File: src/rtl/drvl_ram.sv
// ----------------------------------------------------------------------------
// drvl_ram
// Generic single-write, single-read RAM with registered read data.
// ----------------------------------------------------------------------------
module drvl_ram #(
  parameter int WIDTH = 8,
  parameter int DEPTH = 64
) (
  input  logic                     clk,
  input  logic                     we,
  input  logic [$clog2(DEPTH)-1:0] wr_addr,
  input  logic [WIDTH-1:0]         wr_data,
  input  logic [$clog2(DEPTH)-1:0] rd_addr,
  output logic [WIDTH-1:0]         rd_data
);

  logic [WIDTH-1:0] mem [DEPTH];

  always_ff @(posedge clk) begin
    if (we) begin
      mem[wr_addr] <= wr_data;
    end
    rd_data <= mem[rd_addr];
  end

endmodule

File: config.mk
export PLATFORM = sky130hd
export DESIGN_NAME = drvl_ram
export DESIGN_NICKNAME = d
export VERILOG_FILES = /design/src/rtl/drvl_ram.sv
export SDC_FILE = /design/constraint.sdc
export NUM_CORES = 1
export LEC_CHECK = 0
export BUFFER_PORTS_ARGS = -buffer_cell sky130_fd_sc_hd__buf_2
export CORE_MARGIN = 5
export CORE_UTILIZATION = 60
export DETAILED_ROUTE_END_ITERATION = 12
export MAX_ROUTING_LAYER = met4
export PLACE_DENSITY_LB_ADDON = 0.3
export SETUP_SLACK_MARGIN = 0.15
export SLEW_MARGIN = 10
export SYNTH_ARGS = -nofsm -noshare
export SYNTH_HDL_FRONTEND = slang
export SYNTH_SLANG_ARGS = --single-unit
File: constraint.sdc
create_clock -name clk -period 2.4 [get_ports clk]
set_input_delay 0.24 -clock clk [delete_from_list [all_inputs] [get_ports clk]]
set_output_delay 0.24 -clock clk [all_outputs]
set_load 0.01 [all_outputs]
==> results_dict.tcl <==
set metrics [dict create \
    run_status "finished, final reports clean" \
    die_w_um 193 \
    gr-total-overflow 0 \
    synth_top_family_by_area "multiplexers" \
    yosysWarningCount 0 \
    final_cell_mix "edfxtp_1 (512), mux4_2 (126), buf_4 (114)" \
    power_density_nw_per_um2 810 \
    synth_seq_area_share_pct 77.0 \
    synthMuxAreaShare_pct 15.9 \
    skew_ns 0.0136 \
    first_global_vias 10200 \
    dpl.hpwl_mm 27.6 \
    setup_slack_ns 0.477 \
    vias_per_cell 6.34 \
    syn_to_final_growth_pct 15.2 \
    fin_crit_ns 1.92 \
    drive_gt1_share_pct 32.0 \
    die_area_sq_um 37400 \
    synth_nets 962 \
    worstPathArrival_ns 2.36 \
    leakage_nw 7.54 \
    grt_pass1_wl_mm 66.0 \
    synth_compound_area_share_pct 2.07 \
    rows 67 \
    crit_chain "mux4_2 > mux4_2 > o21ai_0 > nand2_1" \
    clkSinkCount 520 \
    port_buffers 29 \
    avgSynthCellArea_sq_um 21.5 \
    crit_type "reg -> reg" \
    core_area_sq_um 33400 \
    first_pass_iters 7 \
    start_kind "flop" \
    ys_ff_latch 520 \
    netlist_area_sq_um 20200 \
    synthFlopType "edfxtp_1" \
    layout_commonest_cell "edfxtp_1" \
    cp_common_cell "mux4_2" \
    cts-root-buf "clkbuf_16" \
    dr_total_vias 10000 \
    crit_buf_inv 0 \
    hp-class "in -> reg" \
    fillCellCount 2085 \
    met3_usage_pct 5.91 \
    cts_made_buffers 50 \
    max_slew.worst_pin.slew_ns 1.10 \
    drv_cap 0 \
    htree_levels 2 \
    ir_drop_v 0.000602 \
    use_met2_pct 37.8 \
    critPathRequiredTime_ns 2.84 \
    finalMaxSlewViolations 0 \
    synth_edf_count 512 \
    synth-xor-area-share_pct 0 \
    power_mw 18.8 \
    cp-end-kind "flop" \
    cp_slowest_cell "mux4_2" \
    hold_violations 0 \
    gr-usage-all-layers_pct 24.5 \
    clockBufferDepth 3 \
    cp_top_family "multiplexers" \
    critPathMaxFanout 1 \
    top_usage_layer "met2" \
    die_h_um 193 \
    place.gp.congestion 0.850 \
    setup_viol 0 \
    cts.clk_slew.worst_paths_ns 0.06 \
    synth_fa_ha_area_share_pct 0 \
    ios 30 \
    timing.fmax_mhz 520 \
    preCtsSetupSlack_ns -0.0113 \
    routed_wl_mm 44.0 \
    synth_cells 940 \
    yosys.area_share.simple_pct 3.39 \
    drt-initial-drc-count 1133 \
    wl_per_cell_um 27.7 \
    rsz0062_at_grt "false" \
    cts_tree "yes" \
    grt_max_degree 65 \
    ant_nets 0 \
    antenna_found_initial 4 \
    clk_latency_ns 0.56 \
    finalCritPeriodShare_pct 80.1 \
    nets 1113 \
    start_util_pct 60.4 \
    synth_cell_type_count 40 \
    relSlewSlack_pct 26.5 \
    async_flop_share_pct 0 \
    drc 0 \
    cts_resized 0 \
    max_stage_delay_ns 0.48 \
    grtUsageMet1_pct 33.1 \
]
==> timing repair <==
item                                   CTS  global route
endpoints found under the hold margin    2             0
setup endpoints to repair                0             0
buffers inserted                         0             0
hold buffers                             1             0
==> cells in the mapped netlist, types with 4 or more instances <==
master    number  share of area, %
nor2_1        83               1.5
edfxtp_1     512                76
nand3_1       13              0.32
buf_2         11              0.27
o22ai_1        8              0.25
nand2_1       19              0.35
a211oi_1       4              0.15
mux4_2       126                14
buf_1          4             0.074
o221ai_1       8              0.35
nor2b_1       14              0.43
mux2_2        13              0.73
buf_4         13              0.48
mux2i_1       23               1.1
dfxtp_1        8              0.79
nand2b_1       7              0.22
a221oi_1       6              0.26
clkbuf_1      17              0.32
buf_6          4              0.22
nor3_1         7              0.17
==> power breakdown <==
part           switching, mW  internal, mW  total (mW)
Clock                   3.21          4.53        7.74
Sequential            0.0346          10.1        10.1
Combinational          0.582         0.400       0.982
==> area by class of cell <==
cell class              count  area (sq um)  share of cell area (%)
diodes                      4          10.0                  0.0431
clock buffers              64          1400                    6.02
clock inverters            30           240                    1.03
multi-input cells         369          4320                    18.6
flip-flops and latches    520         15500                    66.9
well taps                 448           561                    2.41
repair buffers            150          1170                    5.04
==> final timing paths <==
kind                             start            endpoint  slack (ns)  depth (start not counted)
setup / recovery  mem[38][7]$_DFFE_PP_  rd_data[7]$_DFF_P_        0.48                          4
hold / removal              rd_addr[5]  rd_data[0]$_DFF_P_        0.12                          3
hold reg to reg   mem[27][6]$_DFFE_PP_  rd_data[6]$_DFF_P_        0.84                          3
setup reg to reg  mem[38][7]$_DFFE_PP_  rd_data[7]$_DFF_P_        0.48                          4
==> sequential cells by signal, summed over array words and instances, names as in the netlist <==
name	cells
rd_data	8
mem	512
==> stage by stage <==
step / cells / area [sq um] / setup TNS [ns] / hold slack (ns) / util (%)
6_report: 1585 / 23200 / 0 / 0.125 / 69.6
5_1_grt: 1585 / 23200 / 0 / 0.117 / 69.6
4_1_cts: 1581 / 23200 / 0 / 0.0861 / 69.6
3_5_place_dp: 1486 / 21600 / -0.0113 / 0.523 / 64.7
3_3_place_gp: 1486 / 21600 / -0.00672 / 0.526 / 64.7
2_1_floorplan: 940 / 20200 / 0 / 0.339 / -
==> logic make-up (layout without fill, tap and decap cells) <==
logic type,Yosys count,count (layout)
AO/OA/AOI/OAI,54,54
flip-flops,520,520
multiplexers,162,162
other,0,4
AND/OR/NAND/NOR,153,153
buffers and inverters,51,244
==> worst register-to-register path, cell delays in order (launching register included) <==
cell and delay (ns):
edfxtp_1 0.38, mux4_2 0.48, mux4_2 0.48, o21ai_0 0.36, nand2_1 0.09
==> metal layers <==
layer | vias up | wire, um | part of all wire [%]
met4 | 0 | 1430 | 3.3
met3 | 95 | 3940 | 9.0
li1 | 4238 | - | -
met2 | 510 | 21700 | 49
met1 | 5200 | 16900 | 38
met5 | - | 0 | 0
Note: power is estimated with default switching activity, not from simulation.
