**config.mk**
```make
export PLATFORM = sky130hd
export DESIGN_NAME = drvl_dist
export DESIGN_NICKNAME = d
export VERILOG_FILES = /design/src/rtl/drvl_pkg.sv /design/src/rtl/drvl_dist.sv
export SDC_FILE = /design/constraint.sdc
export NUM_CORES = 1
export LEC_CHECK = 0
export BUFFER_PORTS_ARGS = -buffer_cell sky130_fd_sc_hd__buf_4
export CAP_MARGIN = 20
export CORE_ASPECT_RATIO = 0.5
export CORE_MARGIN = 1.5
export CORE_UTILIZATION = 60
export DETAILED_ROUTE_END_ITERATION = 7
export GPL_ROUTABILITY_DRIVEN = 0
export PLACE_DENSITY = 0.79
export REMOVE_ABC_BUFFERS = 1
export SYNTH_ARGS = -nofsm -noshare
export SYNTH_HDL_FRONTEND = slang
export SYNTH_SLANG_ARGS = --single-unit
```
**constraint.sdc**
```tcl
create_clock -name clk -period 18.4 [get_ports clk]
set_clock_uncertainty 0.2 [all_clocks]
set_input_delay 1.84 -clock clk [delete_from_list [all_inputs] [get_ports clk]]
set_output_delay 1.84 -clock clk [all_outputs]
set_load 0.02 [all_outputs]
```
**src/rtl/drvl_pkg.sv**
```systemverilog
// ----------------------------------------------------------------------------
// drvl_pkg
// Shared types and constants of the distance-vector route learner.
// ----------------------------------------------------------------------------
package drvl_pkg;

  localparam int ADDR_W      = 48;
  localparam int COORD_W     = 10;
  localparam int RANGE_W     = 11;
  localparam int HOPS_W      = 8;
  localparam int COUNT_OUT_W = 7;
  localparam int CFG_IDX_W   = 2;
  localparam int PROD_W      = 2 * RANGE_W;

  // configuration register indexes
  localparam logic [CFG_IDX_W-1:0] CFG_OWN_X        = 2'd0;
  localparam logic [CFG_IDX_W-1:0] CFG_OWN_Y        = 2'd1;
  localparam logic [CFG_IDX_W-1:0] CFG_OWN_ADDRESS  = 2'd2;
  localparam logic [CFG_IDX_W-1:0] CFG_SIGNAL_RANGE = 2'd3;

  localparam logic [HOPS_W-1:0] HOPS_MAX       = '1;
  localparam logic [HOPS_W-1:0] NEIGHBOUR_HOPS = 8'd1;

  // one route table row as held in memory
  typedef struct packed {
    logic [HOPS_W-1:0] hops;
    logic [ADDR_W-1:0] next_hop;
    logic [ADDR_W-1:0] dest;
  } route_t;

  // status from the range unit
  typedef struct packed {
    logic done;
    logic heard;
  } dist_sts_t;

endpackage

```
**src/rtl/drvl_dist.sv**
```systemverilog
// ----------------------------------------------------------------------------
// drvl_dist
// Range test: 0 < dx*dx + dy*dy <= range*range on one shared 11x11 multiplier.
// ----------------------------------------------------------------------------
module drvl_dist (
  input  logic                         clk,
  input  logic                         rst_n,
  input  logic                         start,
  input  logic [drvl_pkg::COORD_W-1:0] sx,
  input  logic [drvl_pkg::COORD_W-1:0] sy,
  input  logic [drvl_pkg::COORD_W-1:0] ox,
  input  logic [drvl_pkg::COORD_W-1:0] oy,
  input  logic [drvl_pkg::RANGE_W-1:0] rng,
  output drvl_pkg::dist_sts_t          sts
);

  localparam logic [1:0] STEP_DX  = 2'd0;
  localparam logic [1:0] STEP_DY  = 2'd1;
  localparam logic [1:0] STEP_RNG = 2'd2;
  localparam logic [1:0] STEP_CMP = 2'd3;

  logic [drvl_pkg::COORD_W-1:0] dx_r, dy_r;
  logic [drvl_pkg::RANGE_W-1:0] rng_r;
  logic [1:0]                   step_r;
  logic                         busy_r;
  logic [drvl_pkg::PROD_W-1:0]  prod_r, acc_r;
  logic [drvl_pkg::RANGE_W-1:0] op;

  always_comb begin
    unique case (step_r)
      STEP_DX:  op = {1'b0, dx_r};
      STEP_DY:  op = {1'b0, dy_r};
      default:  op = rng_r;
    endcase
  end

  always_ff @(posedge clk) begin
    if (!rst_n) begin
      busy_r <= 1'b0;
      step_r <= STEP_DX;
    end else if (start) begin
      busy_r <= 1'b1;
      step_r <= STEP_DX;
      dx_r   <= (sx > ox) ? sx - ox : ox - sx;
      dy_r   <= (sy > oy) ? sy - oy : oy - sy;
      rng_r  <= rng;
    end else if (busy_r) begin
      prod_r <= op * op;
      unique case (step_r)
        STEP_DX: step_r <= STEP_DY;
        STEP_DY: begin
          acc_r  <= prod_r;
          step_r <= STEP_RNG;
        end
        STEP_RNG: begin
          acc_r  <= acc_r + prod_r;
          step_r <= STEP_CMP;
        end
        default: busy_r <= 1'b0;
      endcase
    end
  end

  // acc holds dist^2, prod holds range^2 in the compare step
  assign sts.done  = busy_r && (step_r == STEP_CMP);
  assign sts.heard = (acc_r != '0) && (acc_r <= prod_r);

endmodule

```
==> impl_metrics.yaml, run 1 <==
outcome:
  status: "completed"
timing:
  slew_viol_final: 0
  fin_crit_sh_pct: 37.4
  setup_viol: 0
  finalCriticalPeriod_ns: 6.88
  tns_ns: 0
  rsz0062_at_grt: "false"
  worst_pin_slew_ns: 0.799
  hold_viol_final: 0
  relSlewSlack_pct: 46.7
  fmax_mhz: 145
  hold_ws_ns: 0.372
synthesis:
  ys_top_cells_by_area: "edfxtp_1, ha_1, fa_1, inv_1, nor2_1"
  synth.avg_cell_area_sq_um: 9.03
  seq_area_frac_synth_pct: 23.2
  synthFlopType: "edfxtp_1"
  async_flop_share_pct: 0
  ys_ff_latch: 77
  synth-edff-count: 74
  yosys.cell_types.count: 74
  yosys_warnings: 0
  netlist_area_sq_um: 9830
  yosysTopAreaCell: "edfxtp_1"
  syn_inst: 1088
  synth_top_cell_area_share_pct: 22.6
finish:
  multi_input_area_sq_um: 6680
  nFillCells: 1225
  final_core_util_pct: 68.4
  drive_above_1_share_pct: 8.21
  area_delta_synth_final_pct: 9.21
  num_antenna_cells: 0
  final_cell_mix: "inv_1, ha_1, nor2_1"
  regArea_sq_um: 2280
  mostFrequentLayoutCell: "inv_1"
  nets: 1398
global_route:
  grt_pass1_wl_mm: 36.2
  first_global_vias: 7961
  grt-ovfl-total: 0
  antenna_found_initial: 0
  grt_max_degree: 47
  grt_usage_pct: 26.3
clock_network:
  h-tree-depth: 3
  cts_resized: 0
  cts_buffer_depth: 2
  cts_buffers: 9
  insertion_delay_ns: 0.34
  holdBufCountCts: 0
  path_clk_slew_ns: 0.06
  clock-root-buffer: "clkbuf_16"
  clock-sinks: 77
  cts_setup_buffers: 0
  tritoncts: "built"
place:
  portBuffers: 55
  dp_hpwl_mm: 17.3
power_and_ir_drop:
  pwr-share-seq_pct: 16.3
  power_switching_uw: 869
  p_int_uw: 953
  p_per_area_nw_per_um2: 170
  p_sw_share_pct: 47.7
  power.leakage_uw: 0.00519
  finalPower_uw: 1820
  comb_power_share_pct: 73.9
  vdd_drop_max_mv: 0.170
  clkPwrFrac_pct: 9.7
worst_setup_path:
  crit_path_max_incr_delay_ns: 0.55
  r2r-start: "step_r[1]$_SDFFE_PP0P_"
  critPathKind: "reg -> reg"
  end_kind: "flop"
  startpoint: "step_r[1]$_SDFFE_PP0P_"
  worstPathRequired_ns: 18.27
  slowest_stage: "nor2_1"
  crit_path_cell_trace: "inv_1, ha_1, nor2_1, a21oi_1, clkinv_1, nand2_1, fa_1, inv_1, fa_1, inv_1, fa_1, inv_1, fa_1, inv_1, fa_1, inv_1, ha_1, o21ai_0, a21oi_1, o31a_1, a31oi_1, o21ai_0, xor2_1"
  cp_data_arrival_time_ns: 6.75
  cp_common_cell: "inv_1"
  cp-start-kind: "flop"
  critPathMaxFanout: 13
worst_hold_path:
  min_from: "step_r[0]$_SDFFE_PP0P_"
  hold_path_class: "reg -> reg"
floorplan:
  rows: 32
  coreArea_sq_um: 15700
  die_w_um: 184
  fp.dieH_um: 93.5
  io_pins: 56
  initial_core_util_pct: 62.6
  die_area_sq_um: 17200
detailed_routing:
  dr_wl_met2_mm: 10.1
  wire_per_inst_um: 15.4
  drt-pass1-iter-count: 5
  drc: 0
  antenna_left: 0
  top_layer_used: "met4"
  routed_wl_mm: 21.1
  drtIter0Drc: 555
  dr_total_vias: 7927
  drt-met1-wl_mm: 9.08
  viasPerCell: 5.80
  wl_met3_mm: 1.27
flow_run:
  maxCapViolations: 0
==> Yosys cell counts, types with 5 or more instances <==
library cell / instances
inv_1: 193
ha_1: 136
nor2_1: 99
edfxtp_1: 74
fa_1: 68
nand2_1: 64
a21oi_1: 57
o21ai_0: 41
a21o_1: 27
xnor2_1: 23
nor3_1: 22
xor2_1: 20
mux2i_1: 19
nor2b_1: 18
nand2b_1: 15
a31oi_1: 13
nand3_1: 12
nor4_1: 11
a22o_1: 10
o21bai_1: 10
clkbuf_1: 9
nand4_1: 9
a211oi_1: 8
o21a_1: 7
or3_1: 7
or4_1: 7
and3_1: 6
o2111ai_1: 6
and2_1: 5
buf_6: 5
o41ai_1: 5
==> final timing paths <==
path / depth (start not counted) / slack [ns] / end
setup reg to reg: 23 / 11.52 / prod_r[17]$_DFFE_PP_
hold / removal: 2 / 0.37 / step_r[0]$_SDFFE_PP0P_
hold reg to reg: 2 / 0.37 / step_r[0]$_SDFFE_PP0P_
setup / recovery: 23 / 11.52 / prod_r[17]$_DFFE_PP_
==> final cells by class <==
type                       instances  area share [%]
sequential                        77            21.3
clock inverter                     6           0.583
inverter                         197            6.89
multi-input combinational        795            62.3
clock buffer                      10            2.13
timing repair buffer              60            4.27
tap                              221            2.58
==> power groups by stage <==
stage	Sequential [uW]	Combinational [uW]	Clock [uW]
after floorplan	292	1070	0
after global placement	299	1280	0
after detailed placement	301	1330	0
after CTS	297	1340	180
after global routing	299	1550	186
final	298	1350	177
==> metal layers <==
layer	vias to the layer above	global-route usage, %
met5	-	0
met1	3749	33.2
li1	3831	-
met4	0	10.0
met3	58	3.89
met2	289	46.0
==> logic make-up (layout without fill, tap and decap cells) <==
| logic type | count (synthesis) | count (layout) | share of synthesized area [%] |
|---|---|---|---|
| and+or+nand+nor | 294 | 294 | 14.6 |
| AOI/OAI and AO/OA | 234 | 234 | 16.4 |
| buffers and inverters | 216 | 273 | 8.79 |
| adders and majority gates | 204 | 204 | 31.2 |
| DFF | 77 | 77 | 23.2 |
| xor gates and xnor gates | 43 | 43 | 3.83 |
| muxes | 20 | 20 | 2.05 |
==> metrics by stage <==
stage | worst slack (ns) | cells | instance area, sq um
after floorplan | 12.21 | 1069 | 9700
after global placement | 11.90 | 1349 | 10400
after detailed placement | 11.58 | 1349 | 10400
after CTS | 11.54 | 1365 | 10700
after global routing | 11.10 | 1366 | 10700
final | 11.52 | 1366 | 10700
==> critical path, delay by kind of cell, from the launching register on <==
family	cells	cell delay, ns
adder cells (fa/ha/maj)	7	3.16
XOR/XNOR	1	0.16
flip-flops	1	0.41
AO/OA/AOI/OAI	6	1.45
buffers and inverters	7	0.59
AND/OR/NAND/NOR	2	0.65
==> state kept, by name, indices dropped and copies added (netlist names) <==
name    cells
acc_r      22
busy_r      1
dx_r       10
dy_r       10
prod_r     21
rng_r      11
step_r      2
Note: power is estimated with default switching activity, not from simulation.
==> inputs of run 2 (changes only) <==
clock period = 7.1 ns   (was 18.4 ns; I/O delays follow)
==> impl_metrics.yaml, run 2 (same netlist as run 1, synthesis figures left out) <==
finish:
  regArea_sq_um: 2280
  fin_cells: 1368
  num_antenna_cells: 0
  mostFrequentLayoutCell: "inv_1"
  nets: 1400
  largest_register_ffs: 22
  final_cell_mix: "inv_1, ha_1, nor2_1"
  nFillCells: 1213
  top_regs: "acc_r: 22 flops, prod_r: 21 flops, rng_r: 11 flops"
  drive_above_1_share_pct: 8.63
  final_core_util_pct: 68.7
  area_delta_synth_final_pct: 9.81
  largest-register: "acc_r"
  multi_input_area_sq_um: 6690
worst_hold_path:
  hold_depth: 1
  hold_path_class: "in -> reg"
  worstHoldEndpoint: "rng_r[2]$_DFFE_PP_"
  min_from: "rng[2]"
worst_setup_path:
  rrSetupSlack_ns: 0.31
  cp-start-kind: "flop"
  timing.rr.end: "prod_r[19]$_DFFE_PP_"
  cp_data_arrival_time_ns: 6.68
  worst_r2r_path_depth: 21
  r2r-start: "step_r[1]$_SDFFE_PP0P_"
  critPathKind: "reg -> reg"
  worstPathRequired_ns: 6.99
  critPathMaxFanout: 12
  end_kind: "flop"
floorplan:
  initial_core_util_pct: 62.6
  die_area_sq_um: 17200
  die_w_um: 184
  fp.dieH_um: 93.5
  coreArea_sq_um: 15700
  io_pins: 56
  rows: 32
flow_run:
  maxCapViolations: 0
detailed_routing:
  drt-pass1-iter-count: 8
  dr_total_vias: 7893
  drtIter0Drc: 593
  wire_per_inst_um: 15.8
  antenna_left: 0
  viasPerCell: 5.77
  routed_wl_mm: 21.6
  drc: 0
clock_network:
  clock-sinks: 77
  holdBufCountCts: 0
  clock-root-buffer: "clkbuf_16"
  cts_buffers: 9
  cts_setup_buffers: 0
  cts_resized: 0
  cts_buffer_depth: 2
  insertion_delay_ns: 0.35
  path_clk_slew_ns: 0.07
  tritoncts: "built"
  h-tree-depth: 3
timing:
  worst_pin_slew_ns: 0.803
  rsz0062_at_grt: "false"
  hold_viol_final: 0
  setup_viol: 0
  slew_viol_final: 0
  finalCriticalPeriod_ns: 6.79
  fmax_mhz: 147
  tns_ns: 0
  relSlewSlack_pct: 46.5
  fin_crit_sh_pct: 95.6
power_and_ir_drop:
  vdd_drop_max_mv: 0.433
  finalPower_uw: 4850
  p_per_area_nw_per_um2: 450
  power.leakage_uw: 0.00523
global_route:
  grt_usage_pct: 26.7
  antenna_found_initial: 0
  grt-ovfl-total: 0
  grt_max_degree: 47
  grt_pass1_wl_mm: 36.9
  first_global_vias: 8031
place:
  post-place-cells: 1351
  dp_hpwl_mm: 17.3
  portBuffers: 55
outcome:
  status: "completed"
-- run 2: per-layer routing --
metal / up-vias / share of wire, % / GRT usage (%)
met5: - / 0 / 0
met4: 0 / 2.4 / 8.13
met3: 61 / 5.7 / 4.21
met2: 289 / 48 / 48.4
met1: 3702 / 44 / 32.9
li1: 3841 / - / -
-- run 2: report_power, final --
part | internal [uW] | switching (uW) | total [uW]
Combinational | 1480 | 2080 | 3560
Sequential | 724 | 46.0 | 770
Clock | 321 | 201 | 522
-- run 2: per-stage QoR --
stage	cell area [sq um]	setup slack, ns	hold slack (ns)
2_1_floorplan	9700	0.908	0.325
6_report	10800	0.314	0.339
3_3_place_gp	10400	0.590	0.347
5_1_grt	10800	0.0438	0.334
4_1_cts	10800	0.296	0.337
3_5_place_dp	10400	0.330	0.357
-- run 2: how the worst max path moves through the flow --
stage	from	endpoint	slack, ns	cells after the start
global placement	step_r[1]$_SDFFE_PP0P_	prod_r[19]$_DFFE_PP_	0.59	23
CTS	step_r[1]$_SDFFE_PP0P_	prod_r[19]$_DFFE_PP_	0.30	23
finish	step_r[1]$_SDFFE_PP0P_	prod_r[19]$_DFFE_PP_	0.31	21
detailed placement	step_r[1]$_SDFFE_PP0P_	prod_r[19]$_DFFE_PP_	0.33	23
global route	step_r[1]$_SDFFE_PP0P_	prod_r[19]$_DFFE_PP_	0.04	23
floorplan	step_r[1]$_SDFFE_PP0P_	prod_r[19]$_DFFE_PP_	0.91	22
-- run 2: worst max-delay path, stage by stage, from the launching register on --
cell	delay [ns]
dfxtp_1	0.36
inv_1	0.12
ha_1	0.42
nor2_2	0.18
a21oi_1	0.39
clkinv_1	0.36
nand2_1	0.26
fa_1	0.48
fa_1	0.43
inv_1	0.10
fa_1	0.42
fa_1	0.54
inv_1	0.05
fa_1	0.47
inv_1	0.04
ha_1	0.34
o21ai_0	0.27
a21oi_1	0.12
o31a_1	0.30
a31oi_1	0.31
o21ai_0	0.18
xor2_1	0.16
-- run 2: area by class of cell --
type,instances,area share [%]
sequential,77,21.2
timing repair buffer,62,4.38
tap,221,2.56
multi-input combinational,795,62.0
clock buffer,10,2.22
clock inverter,6,0.870
inverter,197,6.85
==> inputs of run 3 (changes only) <==
CAP_MARGIN = default   (was 20)
CORE_UTILIZATION = 57   (was 60)
PLACE_DENSITY = 0.75   (was 0.79)
==> impl_metrics.yaml, run 3 (same netlist as run 1, synthesis figures left out) <==
clock_network:
  insertion_delay_ns: 0.34
  clock-sinks: 77
  tritoncts: "built"
  cts_buffers: 9
  cts_setup_buffers: 0
  path_clk_slew_ns: 0.06
  h-tree-depth: 3
  clock-root-buffer: "clkbuf_16"
  cts_buffer_depth: 2
global_route:
  grt-ovfl-total: 0
  grt_max_degree: 47
  grt_usage_pct: 24.5
  antenna_found_initial: 0
  first_global_vias: 7848
  grt_pass1_wl_mm: 35.7
power_and_ir_drop:
  p_per_area_nw_per_um2: 446
  p_sw_share_pct: 48.5
  pwr-share-seq_pct: 16.1
  vdd_drop_max_mv: 0.351
  power_switching_uw: 2320
  comb_power_share_pct: 74.5
  p_int_uw: 2470
  clkPwrFrac_pct: 9.5
  power.leakage_uw: 0.00519
detailed_routing:
  drtIter0Drc: 469
  routed_wl_mm: 20.9
  antenna_left: 0
  drt-pass1-iter-count: 5
  dr_total_vias: 7782
  wire_per_inst_um: 15.2
  drc: 0
  viasPerCell: 5.67
floorplan:
  io_pins: 56
  initial_core_util_pct: 59.2
  die_w_um: 189
  fp.dieH_um: 95.8
  rows: 33
  coreArea_sq_um: 16600
  die_area_sq_um: 18100
finish:
  mostFrequentLayoutCell: "inv_1"
  nFillCells: 1382
  drive_above_1_share_pct: 8.56
  multi_input_area_sq_um: 6690
  area_delta_synth_final_pct: 9.35
  num_antenna_cells: 0
  largest-register: "acc_r"
  fin_cells: 1372
  nets: 1398
  final_cell_mix: "inv_1, ha_1, nor2_1"
  top_regs: "acc_r: 22 flops, prod_r: 21 flops, rng_r: 11 flops"
  largest_register_ffs: 22
  regArea_sq_um: 2280
timing:
  relSlewSlack_pct: 23.2
  fmax_mhz: 150
  worst_pin_slew_ns: 1.15
  hold_viol_final: 0
  rsz0062_at_grt: "false"
  fin_crit_sh_pct: 94.0
  finalCriticalPeriod_ns: 6.67
  tns_ns: 0
  setup_viol: 0
  slew_viol_final: 0
flow_run:
  maxCapViolations: 0
worst_setup_path:
  cp-start-kind: "flop"
  critPathKind: "reg -> reg"
  critPathMaxFanout: 12
  worstPathRequired_ns: 6.98
  cp_data_arrival_time_ns: 6.55
  end_kind: "flop"
  crit_path_max_incr_delay_ns: 0.54
  cp_common_cell: "fa_1"
  slowest_stage: "fa_1"
  crit_path_cell_trace: "inv_1, ha_1, a22o_1, a21oi_1, clkinv_1, nand2_1, fa_1, fa_1, inv_1, fa_1, fa_1, inv_1, fa_1, inv_1, ha_1, o21ai_0, a21oi_1, o31a_1, a31oi_1, o21ai_0, xor2_1"
place:
  dp_hpwl_mm: 17.2
  post-place-cells: 1356
  portBuffers: 55
worst_hold_path:
  hold_path_class: "in -> reg"
outcome:
  status: "completed"
[run 3: cell count changes in the layout (fill, tap and decap cells not counted), sizes merged]
cell	delta
inv	+1
buf	-2
clkinvlp	+1
bufinv	-2
clkbuf	+1
clkinv	-1
[run 3: timing repair]
action	4_1_cts	5_1_grt
endpoints found under the setup margin	0	5
hold buffers	0	0
hold endpoints to repair	0	0
gates resized for setup	0	3
[run 3: metrics by stage]
step	cell area [sq um]	hold slack (ns)	power (uW)	worst slack [ns]	utilization (%)
CTS	10700	0.328	4760	0.230	64.7
global route	10700	0.325	5290	0.0609	64.7
detailed placement	10400	0.359	4260	0.234	62.9
floorplan	9700	0.325	3530	0.908	-
global placement	10400	0.341	4110	0.585	62.9
finish	10700	0.339	4790	0.426	64.7
[run 3: area by class of cell]
type	instances	share of cell area (%)
tap	227	2.64
clock buffer	11	2.35
timing repair buffer	60	4.19
multi-input combinational	795	62.3
inverter	197	6.88
sequential	77	21.2
clock inverter	5	0.384
[run 3: power by group through the flow]
stage / Clock [uW] / Sequential, uW / Combinational (uW)
after floorplan: 0 / 756 / 2770
after detailed placement: 0 / 778 / 3490
final: 454 / 769 / 3570
after CTS: 462 / 768 / 3530
after global placement: 0 / 776 / 3340
after global routing: 480 / 774 / 4040
[run 3: path summary, 6_finish.rpt]
check                                       startpoint                endpoint  slack [ns]  cells past startpoint
worst max-delay path            step_r[1]$_SDFFE_PP0P_    prod_r[19]$_DFFE_PP_        0.43                     21
worst min-delay path                            rng[4]      rng_r[4]$_DFFE_PP_        0.34                      1
worst max register to register  step_r[1]$_SDFFE_PP0P_    prod_r[19]$_DFFE_PP_        0.43                     21
worst min register to register  step_r[0]$_SDFFE_PP0P_  step_r[0]$_SDFFE_PP0P_        0.38                      2
[run 3: critical path, delay by kind of cell, from the launching register on]
family          cells  cell delay [ns]
fa+ha+maj           7             2.99
simple gates        1             0.23
compound gates      7             1.78
flops               1             0.43
xor+xnor            1             0.16
buf+inv             5             0.61
[run 3: per-layer routing]
| metal | track usage [%] | vias to the layer above | part of all wire, % |
|---|---|---|---|
| met3 | 4.19 | 35 | 5.6 |
| met4 | 8.66 | 0 | 2.0 |
| met1 | 30.0 | 3656 | 44 |
| met5 | 0 | - | 0 |
| li1 | - | 3830 | - |
| met2 | 44.3 | 261 | 48 |
